### src/hdl/hwmc_pkg.sv
`timescale 1ns / 1ps
`default_nettype none
// ----------------------------------------------------------------------------
// Hot water mode controller package
// Shared types, register indexes, reset values and the 16-bit saturation.
// ----------------------------------------------------------------------------
package hwmc_pkg;

	typedef enum logic [1:0] {
		CMD_NONE   = 2'd0,
		CMD_SET1   = 2'd1,
		CMD_SET10  = 2'd2,
		CMD_SET240 = 2'd3
	} cmd_t;

	localparam logic [2:0] CFG_SETPOINT     = 3'd0;
	localparam logic [2:0] CFG_DELTA        = 3'd1;
	localparam logic [2:0] CFG_OFFSET_START = 3'd2;
	localparam logic [2:0] CFG_STEP         = 3'd3;
	localparam logic [2:0] CFG_DELAY        = 3'd4;

	localparam int CFG_DATA_W = 16;
	localparam int CFG_IDX_W  = 3;

	localparam logic [7:0] CYCLE_ONE = 8'd1;
	localparam logic [7:0] CYCLE_MAX = 8'd240;
	localparam logic signed [18:0] NEAR_MARGIN = 19'sd20;

	typedef struct packed {
		logic [11:0] setpoint;
		logic [8:0]  delta;
		logic [9:0]  offset_start;
		logic [7:0]  step;
		logic [15:0] delay;
	} cfg_t;

	localparam cfg_t CFG_RESET = '{
		setpoint:     12'd500,
		delta:        9'd50,
		offset_start: 10'd0,
		step:         8'd20,
		delay:        16'd7200
	};

	typedef struct packed {
		logic [11:0] buffer_temp;
		logic        buffer_temp_valid;
		logic [11:0] return_temp;
		logic        compressor_running;
		logic        defrost_active;
		logic        dip_switch;
		logic [7:0]  present_cycle;
		logic        decade_tick;
		logic        second_tick;
	} item_t;

	typedef struct packed {
		logic [15:0] heating_setpoint;
		logic        element_on;
		logic [1:0]  mode;
		cmd_t        regulation_command;
		cmd_t        mode_command;
	} res_t;

	function automatic logic [15:0] sat16(input logic signed [18:0] v);
		logic [15:0] r;
		if (v > 19'sd32767) begin
			r = 16'h7FFF;
		end else if (v < -19'sd32768) begin
			r = 16'h8000;
		end else begin
			r = v[15:0];
		end
		return r;
	endfunction

endpackage
`default_nettype wire

### src/hdl/hot_water_mode_controller_unit.sv
`timescale 1ns / 1ps
`default_nettype none
// ----------------------------------------------------------------------------
// Hot water mode controller
// Input register, controller core and output register with valid/stall beats.
// ----------------------------------------------------------------------------
// Path: an input beat passes the input reg, then the result reg, to output valid.
// Throughput: 1 beat per cycle unless stalled; state update is one compare/add level.
// Input stall follows output stall only when both registers are full.
// Reset: asynchronous, clears mode to init, offset to the offset_start reset
// value, counters and flags to zero, config registers to their defaults.
module hot_water_mode_controller_unit #(
	parameter int COUNTER_BITS = 16
) (
	input  wire logic                clk,
	input  wire logic                arst_n,
	input  wire logic                cfg_we,
	input  wire logic [2:0]          cfg_index,
	input  wire logic [15:0]         cfg_wdata,
	input  wire logic                in_valid,
	output logic                     in_stall,
	input  wire logic signed [11:0]  buffer_temp,
	input  wire logic                buffer_temp_valid,
	input  wire logic signed [11:0]  return_temp,
	input  wire logic                compressor_running,
	input  wire logic                defrost_active,
	input  wire logic                dip_switch,
	input  wire logic [7:0]          present_cycle,
	input  wire logic                decade_tick,
	input  wire logic                second_tick,
	output logic                     out_valid,
	input  wire logic                out_stall,
	output logic signed [15:0]       heating_setpoint,
	output logic                     element_on,
	output logic [1:0]               mode,
	output logic [1:0]               regulation_command,
	output logic [1:0]               mode_command
);

	hwmc_pkg::cfg_t  cfg_q;
	hwmc_pkg::item_t item_s1;
	logic            valid_s1;
	hwmc_pkg::res_t  res, res_q;
	logic            out_valid_q;
	logic            advance;
	logic            accept;

	assign advance  = valid_s1 && (!out_valid_q || !out_stall);
	assign in_stall = valid_s1 && !advance;
	assign accept   = in_valid && !in_stall;

	always_ff @(posedge clk or negedge arst_n) begin
		if (!arst_n) begin
			cfg_q <= hwmc_pkg::CFG_RESET;
		end else if (cfg_we) begin
			unique case (cfg_index)
				hwmc_pkg::CFG_SETPOINT:     cfg_q.setpoint     <= cfg_wdata[11:0];
				hwmc_pkg::CFG_DELTA:        cfg_q.delta        <= cfg_wdata[8:0];
				hwmc_pkg::CFG_OFFSET_START: cfg_q.offset_start <= cfg_wdata[9:0];
				hwmc_pkg::CFG_STEP:         cfg_q.step         <= cfg_wdata[7:0];
				hwmc_pkg::CFG_DELAY:        cfg_q.delay        <= cfg_wdata[15:0];
				default: begin
					cfg_q <= cfg_q;
				end
			endcase
		end
	end

	always_ff @(posedge clk or negedge arst_n) begin
		if (!arst_n) begin
			valid_s1 <= 1'b0;
		end else if (accept) begin
			valid_s1 <= 1'b1;
		end else if (advance) begin
			valid_s1 <= 1'b0;
		end
	end

	always_ff @(posedge clk) begin
		if (accept) begin
			item_s1.buffer_temp        <= buffer_temp;
			item_s1.buffer_temp_valid  <= buffer_temp_valid;
			item_s1.return_temp        <= return_temp;
			item_s1.compressor_running <= compressor_running;
			item_s1.defrost_active     <= defrost_active;
			item_s1.dip_switch         <= dip_switch;
			item_s1.present_cycle      <= present_cycle;
			item_s1.decade_tick        <= decade_tick;
			item_s1.second_tick        <= second_tick;
		end
	end

	hwmc_ctrl #(
		.COUNTER_BITS(COUNTER_BITS)
	) u_ctrl (
		.clk     (clk),
		.arst_n  (arst_n),
		.step_en (advance),
		.item    (item_s1),
		.cfg     (cfg_q),
		.res     (res)
	);

	always_ff @(posedge clk or negedge arst_n) begin
		if (!arst_n) begin
			out_valid_q <= 1'b0;
		end else if (advance) begin
			out_valid_q <= 1'b1;
		end else if (!out_stall) begin
			out_valid_q <= 1'b0;
		end
	end

	always_ff @(posedge clk) begin
		if (advance) begin
			res_q <= res;
		end
	end

	assign out_valid          = out_valid_q;
	assign heating_setpoint   = res_q.heating_setpoint;
	assign element_on         = res_q.element_on;
	assign mode               = res_q.mode;
	assign regulation_command = res_q.regulation_command;
	assign mode_command       = res_q.mode_command;

endmodule
`default_nettype wire

### src/hdl/hwmc_ctrl.sv
`timescale 1ns / 1ps
`default_nettype none
// ----------------------------------------------------------------------------
// Hot water mode controller core
// Mode state, setpoint offset and run-seconds counter; one beat per step.
// ----------------------------------------------------------------------------
module hwmc_ctrl #(
	parameter int COUNTER_BITS = 16
) (
	input  wire logic           clk,
	input  wire logic           arst_n,
	input  wire logic           step_en,
	input  wire hwmc_pkg::item_t item,
	input  wire hwmc_pkg::cfg_t  cfg,
	output hwmc_pkg::res_t       res
);

	localparam int CMP_W = (COUNTER_BITS > 16) ? COUNTER_BITS : 16;
	localparam logic [COUNTER_BITS-1:0] CNT_MAX = {COUNTER_BITS{1'b1}};

	typedef enum logic [1:0] {
		ST_INIT = 2'd0,
		ST_IDLE = 2'd1,
		ST_RUN  = 2'd2,
		ST_ELEM = 2'd3
	} mode_t;

	mode_t                   mode_q, mode_n;
	logic                    element_q, element_n;
	logic [15:0]             offset_q, offset_n;
	logic                    unknown_q, unknown_n;
	logic [COUNTER_BITS-1:0] run_sec_q, run_sec_n, run_sec_inc;
	logic                    stopped_q, stopped_n;
	logic                    prev_dip_q, prev_dip_n;
	logic                    allow_q, allow_n;
	hwmc_pkg::cmd_t          reg_cmd, mode_cmd;

	logic signed [18:0] buf_x, ret_x, sp_x, off_x, delta_x, step_x, ostart_x;
	logic signed [18:0] sp_sum;
	logic               regulate;

	always_comb begin
		buf_x    = {{7{item.buffer_temp[11]}}, item.buffer_temp};
		ret_x    = {{7{item.return_temp[11]}}, item.return_temp};
		sp_x     = {{7{cfg.setpoint[11]}}, cfg.setpoint};
		off_x    = {{3{offset_q[15]}}, offset_q};
		delta_x  = {10'd0, cfg.delta};
		step_x   = {11'd0, cfg.step};
		ostart_x = {{9{cfg.offset_start[9]}}, cfg.offset_start};
		sp_sum   = unknown_q ? sp_x : (sp_x + off_x);
		regulate = ~item.dip_switch;
	end

	always_comb begin
		run_sec_inc = run_sec_q;
		if (item.second_tick && !stopped_q && (run_sec_q != CNT_MAX)) begin
			run_sec_inc = run_sec_q + 1'b1;
		end

		mode_n     = mode_q;
		element_n  = element_q;
		offset_n   = offset_q;
		unknown_n  = unknown_q;
		run_sec_n  = run_sec_inc;
		stopped_n  = stopped_q;
		prev_dip_n = prev_dip_q;
		allow_n    = allow_q;
		reg_cmd    = hwmc_pkg::CMD_NONE;
		mode_cmd   = hwmc_pkg::CMD_NONE;

		if (item.buffer_temp_valid) begin
			if (item.dip_switch != prev_dip_q) begin
				prev_dip_n = item.dip_switch;
				if (item.dip_switch) begin
					reg_cmd = hwmc_pkg::CMD_SET10;
				end
			end

			priority if (item.decade_tick) begin
				allow_n = 1'b1;
			end else if (!regulate) begin
				allow_n = 1'b0;
			end else if (allow_q && (buf_x <= sp_x - delta_x) &&
			             (item.present_cycle != hwmc_pkg::CYCLE_ONE)) begin
				reg_cmd = hwmc_pkg::CMD_SET1;
				allow_n = 1'b0;
			end else if (allow_q && (buf_x >= sp_x) &&
			             (item.present_cycle != hwmc_pkg::CYCLE_MAX)) begin
				reg_cmd = hwmc_pkg::CMD_SET240;
				allow_n = 1'b0;
			end else begin
				allow_n = allow_q;
			end

			unique case (mode_q)
				ST_INIT: begin
					stopped_n = 1'b1;
					if (regulate) begin
						mode_cmd = hwmc_pkg::CMD_SET240;
					end
					element_n = 1'b0;
					offset_n  = ostart_x[15:0];
					unknown_n = 1'b0;
					mode_n    = ST_IDLE;
				end
				ST_IDLE: begin
					if (item.compressor_running) begin
						run_sec_n = '0;
						stopped_n = 1'b0;
						if (regulate) begin
							mode_cmd = hwmc_pkg::CMD_SET1;
						end
						mode_n = ST_RUN;
					end
				end
				ST_RUN, ST_ELEM: begin
					// offset tracking
					if (buf_x >= sp_x) begin
						offset_n  = '0;
						unknown_n = 1'b0;
					end else if (!unknown_q && (offset_q != '0) &&
					             (ret_x >= sp_x + off_x - hwmc_pkg::NEAR_MARGIN)) begin
						offset_n = hwmc_pkg::sat16(off_x + step_x);
					end

					if (!item.compressor_running && !item.defrost_active) begin
						element_n = 1'b0;
						stopped_n = 1'b1;
						if (regulate) begin
							mode_cmd = hwmc_pkg::CMD_SET240;
						end
						unknown_n = 1'b1;
						mode_n    = ST_IDLE;
					end else if ((mode_q == ST_RUN) && !stopped_q &&
					             (CMP_W'(run_sec_inc) >= CMP_W'(cfg.delay))) begin
						element_n = 1'b1;
						stopped_n = 1'b1;
						mode_n    = ST_ELEM;
					end
				end
				default: begin
					mode_n = mode_q;
				end
			endcase
		end

		res.heating_setpoint   = hwmc_pkg::sat16(sp_sum);
		res.element_on         = element_n;
		res.mode               = mode_n;
		res.regulation_command = reg_cmd;
		res.mode_command       = mode_cmd;
	end

	always_ff @(posedge clk or negedge arst_n) begin
		if (!arst_n) begin
			mode_q     <= ST_INIT;
			element_q  <= 1'b0;
			offset_q   <= {{6{hwmc_pkg::CFG_RESET.offset_start[9]}},
			               hwmc_pkg::CFG_RESET.offset_start};
			unknown_q  <= 1'b0;
			run_sec_q  <= '0;
			stopped_q  <= 1'b0;
			prev_dip_q <= 1'b0;
			allow_q    <= 1'b0;
		end else if (step_en) begin
			mode_q     <= mode_n;
			element_q  <= element_n;
			offset_q   <= offset_n;
			unknown_q  <= unknown_n;
			run_sec_q  <= run_sec_n;
			stopped_q  <= stopped_n;
			prev_dip_q <= prev_dip_n;
			allow_q    <= allow_n;
		end
	end

	a_elem_mode: assert property (@(posedge clk) disable iff (!arst_n)
		element_q == (mode_q == ST_ELEM))
		else $error("element flag and mode disagree");

	a_no_reinit: assert property (@(posedge clk) disable iff (!arst_n)
		(mode_q != ST_INIT) |=> (mode_q != ST_INIT))
		else $error("init mode re-entered");

	a_elem_stopped: assert property (@(posedge clk) disable iff (!arst_n)
		(mode_q == ST_ELEM) |-> stopped_q)
		else $error("run timer active with element on");

	a_invalid_hold: assert property (@(posedge clk) disable iff (!arst_n)
		(step_en && !item.buffer_temp_valid) |=> ($stable(mode_q) && $stable(offset_q)))
		else $error("state changed on invalid buffer temperature");

endmodule
`default_nettype wire

### config.mk
export PLATFORM = sky130hd
export DESIGN_NAME = hot_water_mode_controller_unit
export DESIGN_NICKNAME = d
export VERILOG_FILES = /design/src/hdl/hwmc_pkg.sv /design/src/hdl/hot_water_mode_controller_unit.sv /design/src/hdl/hwmc_ctrl.sv
export SDC_FILE = /design/constraint.sdc
export NUM_CORES = 1
export LEC_CHECK = 0
export BUFFER_PORTS_ARGS = -buffer_cell sky130_fd_sc_hd__buf_2
export CORE_MARGIN = 2
export CORE_UTILIZATION = 50
export DETAILED_ROUTE_END_ITERATION = 8
export PLACE_DENSITY = 0.79
export SLEW_MARGIN = 20
export SYNTH_ARGS = -nofsm -noshare
export SYNTH_HDL_FRONTEND = slang
export SYNTH_HIERARCHICAL = 1
export SYNTH_SLANG_ARGS = --single-unit
### constraint.sdc
create_clock -name clk -period 4.9 [get_ports clk]
set_input_delay 0.49 -clock clk [delete_from_list [all_inputs] [get_ports clk]]
set_output_delay 0.49 -clock clk [all_outputs]
set_load 0.05 [all_outputs]
==> reports/metrics.csv, run 1 <==
metric,value,unit
"Seq/Total Area, Yosys",0.410,
WL/cell,18.2,um
Worst slew margin,0.335,
Pleak,0.00549,uW
Final Hold Vio Count,0,
fin crit share,0.982,
met1 Usage GRT,0.321,
Peak VDD IR,315,uV
initial antenna violation count,0,
switching portion of total power,0.423,
CTS HTree Levels,4,
Critical Path RT,5220,ps
area growth from synthesis to layout,18.5,%
Synth area leader,dfrtp_1,
most frequent cell after synthesis,ha_1,
DR vias,8341,
R2R Setup Slk,90,ps
max-cap violations,0,
Die Y,148,um
setup TNS,0,ps
Final Max Tran Viols,0,
Clock transition at path regs,70,ps
port bufs,86,
met2 Use GR,0.390,
CTS Buf Count,17,
DP Cell Count,1359,
WP data arrival,5130,ps
GRT Resource Usage Total,0.237,
fin cells,1400,
Flop pwr share,0.251,
DR vias/cell,5.96,
Avg Inst Size Synth,10.6,sq um
Hold WC Path Type,in -> async,
worst clock skew,9.60,ps
Clk pwr share,0.176,
CTS Sinks,157,
ys flop type,dfrtp_1,
worst-margin pin slew,997,ps
Max Buffers Root-to-Sink,2,
layout cells sized above 1,0.286,
Initial Util,0.511,
drt drc,0,
CP max-delay cell,or4b_4,
Peak Freq,208,MHz
post-DP HPWL,18600,um
Top delay family on crit path,simple AND/OR/NAND/NOR gates,
Die Width,148,um
core area,20300,sq um
Logic pwr share,0.573,
CTS tree,done,
final wirelength,25500,um
"Clk Latency, worst-skew pair",430,ps
DR iter-0 viols,681,
Post-Syn Instances,980,
Pint,4500,uW
Top Usage Layer GRT,met2,
status,completed,
critical path endpoint category,flip-flop,
# diodes,0,
Rows,52,
Seq cells post-synth,157,
first-pass GRT wire length,41300,um
Synthesized Nets,1140,
largest net degree at the start of global routing,57,
# IOs,87,
Post-synth EDFFs,61,
pwr dens,635,nW/um^2
startpoint types,flip-flop,
met3 Use GR,0.0380,
"top cells by area, synth","dfrtp_1, edfxtp_1, ha_1",
RePlAce Congestion,0.897,
post-synth top area share,0.196,
Filler Cells Inserted,1623,
CP Max Fanout,4,
RR Startpoint,u_ctrl/offset_q[0],
Net Sw Power,3300,uW
final-stage net count,1277,
gr ovfl total,0,
drt first pass iters,5,
setup violators final,0,
r2r worst-path depth,19,
Antenna Nets Post-Route,0,
list of most frequent post-synthesis cells,"ha_1, dfrtp_1, inv_1",
synth unique cells,94,
Root Buffer,clkbuf_16,
Crit Path Category,reg -> reg,
"Cell Chain, Critical Path","ha_2, inv_2, fa_2, nand2b_4, a21o_1, a31oi_1, xnor2_1, inv_1, or4b_4, nand3b_4, xnor2_2, ha_1, a21o_1, a31oi_1, o21ai_2, or4b_4, and3_4, or3_1, o211a_1",
R2R Path End,u_ctrl/offset_q[8],
number of global-route vias before repair,8166,
WP buf/inv,2,
post-synth design cell area,10400,sq um
hold buffers post-CTS,0,
YS warnings,6,
die area,21900,sq um
max incr delay on CP,590,ps
Period minus WS final,4810,ps
Post-synth ARST share,0.611,
[power by group through the flow]
stage                     clock network (uW)  registers [uW]  logic (uW)
after floorplan                            0            2190        2730
after global placement                     0            1960        4040
after detailed placement                   0            1970        4140
after CTS                               1390            1950        4210
after global routing                    1450            1980        4870
final                                   1370            1960        4470
[cell usage in the layout (no fill, tap or decap), drive strengths merged, types with 6 or more instances in the layout]
cell      n
or3      13
inv      75
a21o     27
a31oi    16
nor2b     9
and2     11
nand2b   12
ha       95
xor2     16
edfxtp   61
buf     147
nor4     10
a21oi    50
clkbuf   20
dfrtp    81
nand3    22
nor2     48
a41oi     6
xnor2    38
nor3     19
dfstp    15
a221o    12
o31ai    11
nand4    16
nand2    66
a211oi    8
clkinv    6
and3      8
o21a      8
mux2     64
o21ai    49
[flip-flops by register name (all words and copies together), names as in the netlist]
signal and flops:
item_s1 38, mode 2, cfg_q 55, regulation_command 2, element_on 1, u_ctrl/unknown_q 1
heating_setpoint 16, u_ctrl/stopped_q 1, valid_s1 1, mode_command 2, u_ctrl/prev_dip_q 1, u_ctrl/element_q 1
u_ctrl/run_sec_q 16, u_ctrl/offset_q 16, u_ctrl/allow_q 1, u_ctrl/mode_q 2, out_valid 1
[metal layers]
| layer | share of wire | vias to the layer above |
|---|---|---|
| li1 | - | 3951 |
| met5 | 0 | - |
| met1 | 0.44 | 4020 |
| met4 | 0.020 | 0 |
| met2 | 0.48 | 327 |
| met3 | 0.062 | 43 |
[worst reg2reg max path, cell delays in order (launching register included)]
cell and delay (ps):
dfrtp_1 360, ha_2 210, inv_2 50, fa_2 360, nand2b_4 170, a21o_1 220, a31oi_1 180, xnor2_1 170
inv_1 100, or4b_4 530, nand3b_4 190, xnor2_2 130, ha_1 320, a21o_1 170, a31oi_1 190, o21ai_2 80
or4b_4 590, and3_4 190, or3_1 350, o211a_1 140
[how the worst max path moves through the flow]
stage,from,endpoint,slack (ps),depth (start not counted)
after floorplan,cfg_q[43],u_ctrl/offset_q[8],20,20
after global placement,u_ctrl/offset_q[0],u_ctrl/offset_q[0],20,19
after detailed placement,u_ctrl/offset_q[0],u_ctrl/offset_q[3],-100,20
after CTS,u_ctrl/offset_q[0],u_ctrl/offset_q[8],5,20
after global routing,u_ctrl/offset_q[0],u_ctrl/offset_q[8],-50,21
final,u_ctrl/offset_q[0],u_ctrl/offset_q[8],90,19
[area by class of cell]
class / instances / area [sq um] / area share
Clock buffer: 20 / 447 / 0.0364
Multi-Input combinational cell: 722 / 5910 / 0.481
Inverter: 72 / 270 / 0.0220
Clock inverter: 12 / 159 / 0.0129
Timing Repair Buffer: 147 / 911 / 0.0742
Tap cell: 270 / 338 / 0.0275
Sequential cell: 157 / 4250 / 0.346
[metrics by stage]
step,worst slack (ps),area (sq um),util,total power [uW],hold WS [ps]
6_report,90.0,12300,0.605,7800,117
5_1_grt,-53.6,12300,0.605,8310,173
4_1_cts,4.51,12100,0.594,7550,136
3_5_place_dp,-104,11400,0.562,6100,479
3_3_place_gp,24.3,11400,0.562,6000,463
2_1_floorplan,21.2,10400,-,4930,194
[cell families after synthesis]
| kind of cell | Yosys count | synth area share |
|---|---|---|
| AOI/OAI and AO/OA | 245 | 0.164 |
| xor gates and xnor gates | 54 | 0.0478 |
| adders and majority gates | 98 | 0.120 |
| buffers and inverters | 101 | 0.0415 |
| DFF | 157 | 0.410 |
| muxes | 69 | 0.0801 |
| and+or+nand+nor | 256 | 0.136 |
[what timing repair did]
item / 4_1_cts / 5_1_grt
resized for setup: 4 / 36
buffers inserted: 3 / 6
endpoints found under the setup margin: 13 / 19
pin swaps: 1 / 20
Power figures use the tool's default switching activity.
==> inputs of run 2 (changes only) <==
ABC_AREA = 1   (was not set)
==> reports/metrics.csv, run 2 <==
metric,value,unit
status,completed,
most frequent cell after synthesis,nand2_1,
worst clock skew,12.5,ps
PostCTS Resize Cnt,0,
number of flip-flops in the largest register,55,
Filler Cells Inserted,1869,
setup TNS,0,ps
Setup Buffers After CTS,0,
Crit Path Category,reg -> reg,
Die Width,151,um
Final Hold Vio Count,0,
DR vias/cell,5.34,
CP Max Fanout,17,
# diodes,0,
Max Buffers Root-to-Sink,2,
Root Buffer,clkbuf_16,
final-stage net count,1671,
Post-synth EDFFs,61,
"Seq/Total Area, Yosys",0.392,
Seq cells post-synth,157,
Top delay family on crit path,simple AND/OR/NAND/NOR gates,
most frequent cells in the layout,"nand2_1, inv_1, nand3_1",
worst-margin pin slew,752,ps
synth unique cells,49,
Critical Path RT,5210,ps
"Clk Latency, worst-skew pair",430,ps
number of global-route vias before repair,8943,
list of most frequent post-synthesis cells,"nand2_1, inv_1, nand3_1",
Synthesized Nets,1585,
final wirelength,26100,um
GRT Resource Usage Total,0.240,
hold buffers post-CTS,0,
initial antenna violation count,0,
die area,22900,sq um
max incr delay on CP,490,ps
Synth area leader,dfrtp_1,
fin crit share,0.862,
YS warnings,6,
post-synth top area share,0.187,
Tot Pwr,7190,uW
largest net degree at the start of global routing,50,
WP data arrival,4530,ps
setup violators final,0,
first-pass GRT wire length,43000,um
most frequent CP cell,nand2_1,
Peak VDD IR,304,uV
biggest regs,"cfg_q (55), item_s1 (38)",
layout cells sized above 1,0.120,
Avg Inst Size Synth,7.62,sq um
Die Y,151,um
pwr dens,593,nW/um^2
DR vias,9609,
worst setup margin,676,ps
Clock transition at path regs,70,ps
CTS Sinks,157,
# IOs,87,
Pleak,0.00641,uW
WL/cell,14.5,um
core area,21200,sq um
gr ovfl total,0,
Post-Syn Instances,1425,
Worst slew margin,0.498,
max-cap violations,0,
Biggest register,cfg_q,
post-DP HPWL,19500,um
RePlAce Congestion,0.879,
"commonest non-fill, non-tap cell in the layout",nand2_1,
CP max-delay cell,dfrtp_1,
area growth from synthesis to layout,11.6,%
CTS tree,done,
RSZ-0062 raised after global routing,false,
Antenna Nets Post-Route,0,
Post-synth ARST share,0.611,
Initial Util,0.513,
Final Max Tran Viols,0,
ys flop type,dfrtp_1,
CTS Buf Count,17,
critical path endpoint category,flip-flop,
drt first pass iters,5,
DR iter-0 viols,682,
drt drc,0,
Rows,53,
WP buf/inv,2,
Peak Freq,237,MHz
pre-CTS setup slack,789,ps
CTS HTree Levels,4,
"top cells by area, synth","dfrtp_1, nand2_1, edfxtp_1",
final core occ,0.573,
Period minus WS final,4220,ps
startpoint types,flip-flop,
Hold WC Path Type,in -> async,
port bufs,86,
post-synth design cell area,10900,sq um
-- run 2: changes by cell type after synthesis, sizes merged, moves of 11 or more --
cell    delta
a21o      -25
a221o     -12
a31oi     -14
clkbuf    -12
inv      +111
mux2      -64
nand2    +465
nand2b    -12
nand3     +96
nor2      +26
o31ai     -11
or3       -12
xnor2     -26
xor2      +16
-- run 2: worst paths after layout --
kind	cells past startpoint	endpoint	slack, ps	start
setup / recovery	29	u_ctrl/offset_q[1]	680	cfg_q[44]
hold / removal	1	cfg_q[14]	80	arst_n
setup reg to reg	29	u_ctrl/offset_q[1]	680	cfg_q[44]
hold reg to reg	2	cfg_q[38]	460	cfg_q[38]
max in group asynchronous	2	u_ctrl/offset_q[1]	3740	arst_n
min in group clk	1	item_s1[0]	230	second_tick
-- run 2: final cells by class --
class	instances	area, sq um	share of cell area
multi-input cells	1058	5730	0.473
clock buffers	23	509	0.0420
clock inverters	9	97.6	0.00805
flip-flops and latches	157	4250	0.351
well taps	275	344	0.0284
inverters	183	687	0.0567
repair buffers	94	493	0.0407
-- run 2: metrics by stage --
stage	hold slack (ps)	area (sq um)	std cells
5_1_grt	124	12100	1799
4_1_cts	88.2	12100	1799
2_1_floorplan	194	10900	1425
3_5_place_dp	454	11500	1767
6_report	76.9	12100	1799
3_3_place_gp	453	11500	1767
-- run 2: routing by layer --
metal / routed length (um) / part of all wire / up-vias / global-route usage
li1: - / - / 4788 / -
met1: 11400 / 0.44 / 4491 / 0.315
met2: 12600 / 0.48 / 287 / 0.399
met3: 1530 / 0.058 / 43 / 0.0443
met4: 565 / 0.022 / 0 / 0.0808
met5: 0 / 0 / - / 0
-- run 2: cells by family after synthesis --
kind of cell | count (synthesis) | share of synthesized area
xor+xnor | 44 | 0.0362
buf+inv | 210 | 0.0809
simple gates | 785 | 0.311
flops | 157 | 0.392
fa+ha+maj | 98 | 0.115
compound gates | 131 | 0.0655
-- run 2: power by group --
part	internal (uW)	total [uW]	leakage, uW	switching, uW
clock	793	1350	0.000293	561
sequential	1740	2020	0.00179	280
combinational	1280	3810	0.00433	2540
==> inputs of run 3 (changes only) <==
CORE_ASPECT_RATIO = 0.9   (was not set)
==> reports/metrics.csv, run 3 (same netlist as run 2, synthesis figures left out) <==
metric,value,unit
area growth from synthesis to layout,11.8,%
Die Y,144,um
CTS Sinks,157,
Period minus WS final,4160,ps
CTS Buf Count,17,
status,completed,
Biggest register,cfg_q,
setup TNS,0,ps
post-DP HPWL,19400,um
gr ovfl total,0,
Pint,3830,uW
Critical Path RT,5210,ps
RSZ-0062 raised after global routing,false,
Final Max Tran Viols,0,
Crit Path Category,reg -> reg,
CP Max Fanout,17,
die area,22900,sq um
Logic pwr share,0.528,
largest net degree at the start of global routing,62,
Peak Freq,240,MHz
WP data arrival,4470,ps
port bufs,86,
drt first pass iters,6,
core area,21500,sq um
GRT Resource Usage Total,0.233,
CTS HTree Levels,4,
"commonest non-fill, non-tap cell in the layout",nand2_1,
number of flip-flops in the largest register,55,
setup violators final,0,
Final Hold Vio Count,0,
fin crit share,0.849,
Final Cell Area,12100,sq um
final wirelength,26000,um
Clk pwr share,0.192,
Flop pwr share,0.280,
PostCTS Resize Cnt,0,
number of global-route vias before repair,8880,
Setup Buffers After CTS,0,
Rows,51,
Max Buffers Root-to-Sink,2,
drt drc,0,
worst-margin pin slew,1130,ps
final-stage net count,1670,
Filler Cells Inserted,1937,
switching portion of total power,0.469,
DR vias,9608,
first-pass GRT wire length,42900,um
layout cells sized above 1,0.120,
hold buffers post-CTS,0,
pwr dens,594,nW/um^2
DR vias/cell,5.30,
biggest regs,"cfg_q (55), item_s1 (38)",
Initial Util,0.505,
Worst slew margin,0.245,
CTS tree,done,
startpoint types,flip-flop,
Antenna Nets Post-Route,0,
initial antenna violation count,0,
placed cell area,11500,sq um
multi-input logic area,5730,sq um
register area,4250,sq um
DR iter-0 viols,692,
Pleak,0.00642,uW
max-cap violations,0,
# IOs,87,
critical path endpoint category,flip-flop,
Die Width,159,um
Hold WC Path Type,in -> async,
Clock transition at path regs,70,ps
Peak VDD IR,375,uV
most frequent cells in the layout,"nand2_1, inv_1, nand3_1",
RePlAce Congestion,0.889,
# diodes,0,
WL/cell,14.4,um
Root Buffer,clkbuf_16,
"Clk Latency, worst-skew pair",430,ps
Net Sw Power,3380,uW
worst clock skew,10.2,ps
run 3: changes by cell type in the layout (fill, tap and decap cells not counted), sizes merged:
cell      delta
clkinv       +1
clkinvlp     -2
clkbuf       -3
buf          -1
bufinv       +1
inv          +3
run 3: final cells by class:
class,instances,area share
Clock inverter,12,0.0121
Timing Repair Buffer,93,0.0400
Tap cell,291,0.0300
Sequential cell,157,0.350
Inverter,183,0.0566
Clock buffer,20,0.0386
Multi-Input combinational cell,1058,0.472
run 3: power by group through the flow:
stage / registers [uW] / clock network [uW] / logic (uW)
4_1_cts: 2020 / 1390 / 3770
3_3_place_gp: 2030 / 0 / 3640
5_1_grt: 2050 / 1450 / 4320
6_report: 2020 / 1380 / 3800
3_5_place_dp: 2040 / 0 / 3740
2_1_floorplan: 2210 / 0 / 2690
run 3: final timing paths:
| path | start | slack (ps) | cells after the start | endpoint |
|---|---|---|---|---|
| min reg2reg | cfg_q[39] | 460 | 2 | cfg_q[39] |
| max in group asynchronous | arst_n | 3700 | 2 | u_ctrl/offset_q[11] |
| min in group clk | present_cycle[7] | 230 | 1 | item_s1[9] |
| max | cfg_q[45] | 740 | 26 | u_ctrl/offset_q[1] |
| min | arst_n | 20 | 1 | u_ctrl/run_sec_q[14] |
| max reg2reg | cfg_q[45] | 740 | 26 | u_ctrl/offset_q[1] |
run 3: metal layers:
layer / global-route usage / part of all wire / vias up
met5: 0 / 0 / -
met4: 0.0703 / 0.021 / 0
met3: 0.0494 / 0.072 / 47
met2: 0.393 / 0.47 / 336
met1: 0.304 / 0.44 / 4431
li1: - / - / 4794
run 3: metrics by stage:
step / setup slack (ps) / instances / util / total power (uW) / hold slack, ps
2_1_floorplan: 1320 / 1425 / - / 4910 / 194
3_3_place_gp: 935 / 1782 / 0.536 / 5680 / 453
3_5_place_dp: 841 / 1782 / 0.536 / 5780 / 453
4_1_cts: 817 / 1814 / 0.564 / 7180 / 14.0
5_1_grt: 372 / 1814 / 0.564 / 7820 / 46.9
6_report: 740 / 1814 / 0.564 / 7200 / 22.7
run 3: critical path, stage by stage (launching register included):
cell	delay [ps]
dfstp_2	560
ha_1	290
a21oi_1	170
nand2_1	110
xnor2_1	260
ha_1	230
inv_1	50
nand2_1	80
nand2_1	80
nor3_1	370
nand3_1	140
nand2_1	80
nand2_1	60
ha_1	270
nand2_1	70
nor2_1	140
nand2_1	80
nor2_1	100
nand2_1	70
nand3_1	80
nand2_1	50
nand3_1	110
nand2_1	110
nand2_4	190
nand2_4	160
nand2_1	100
nand2_1	50
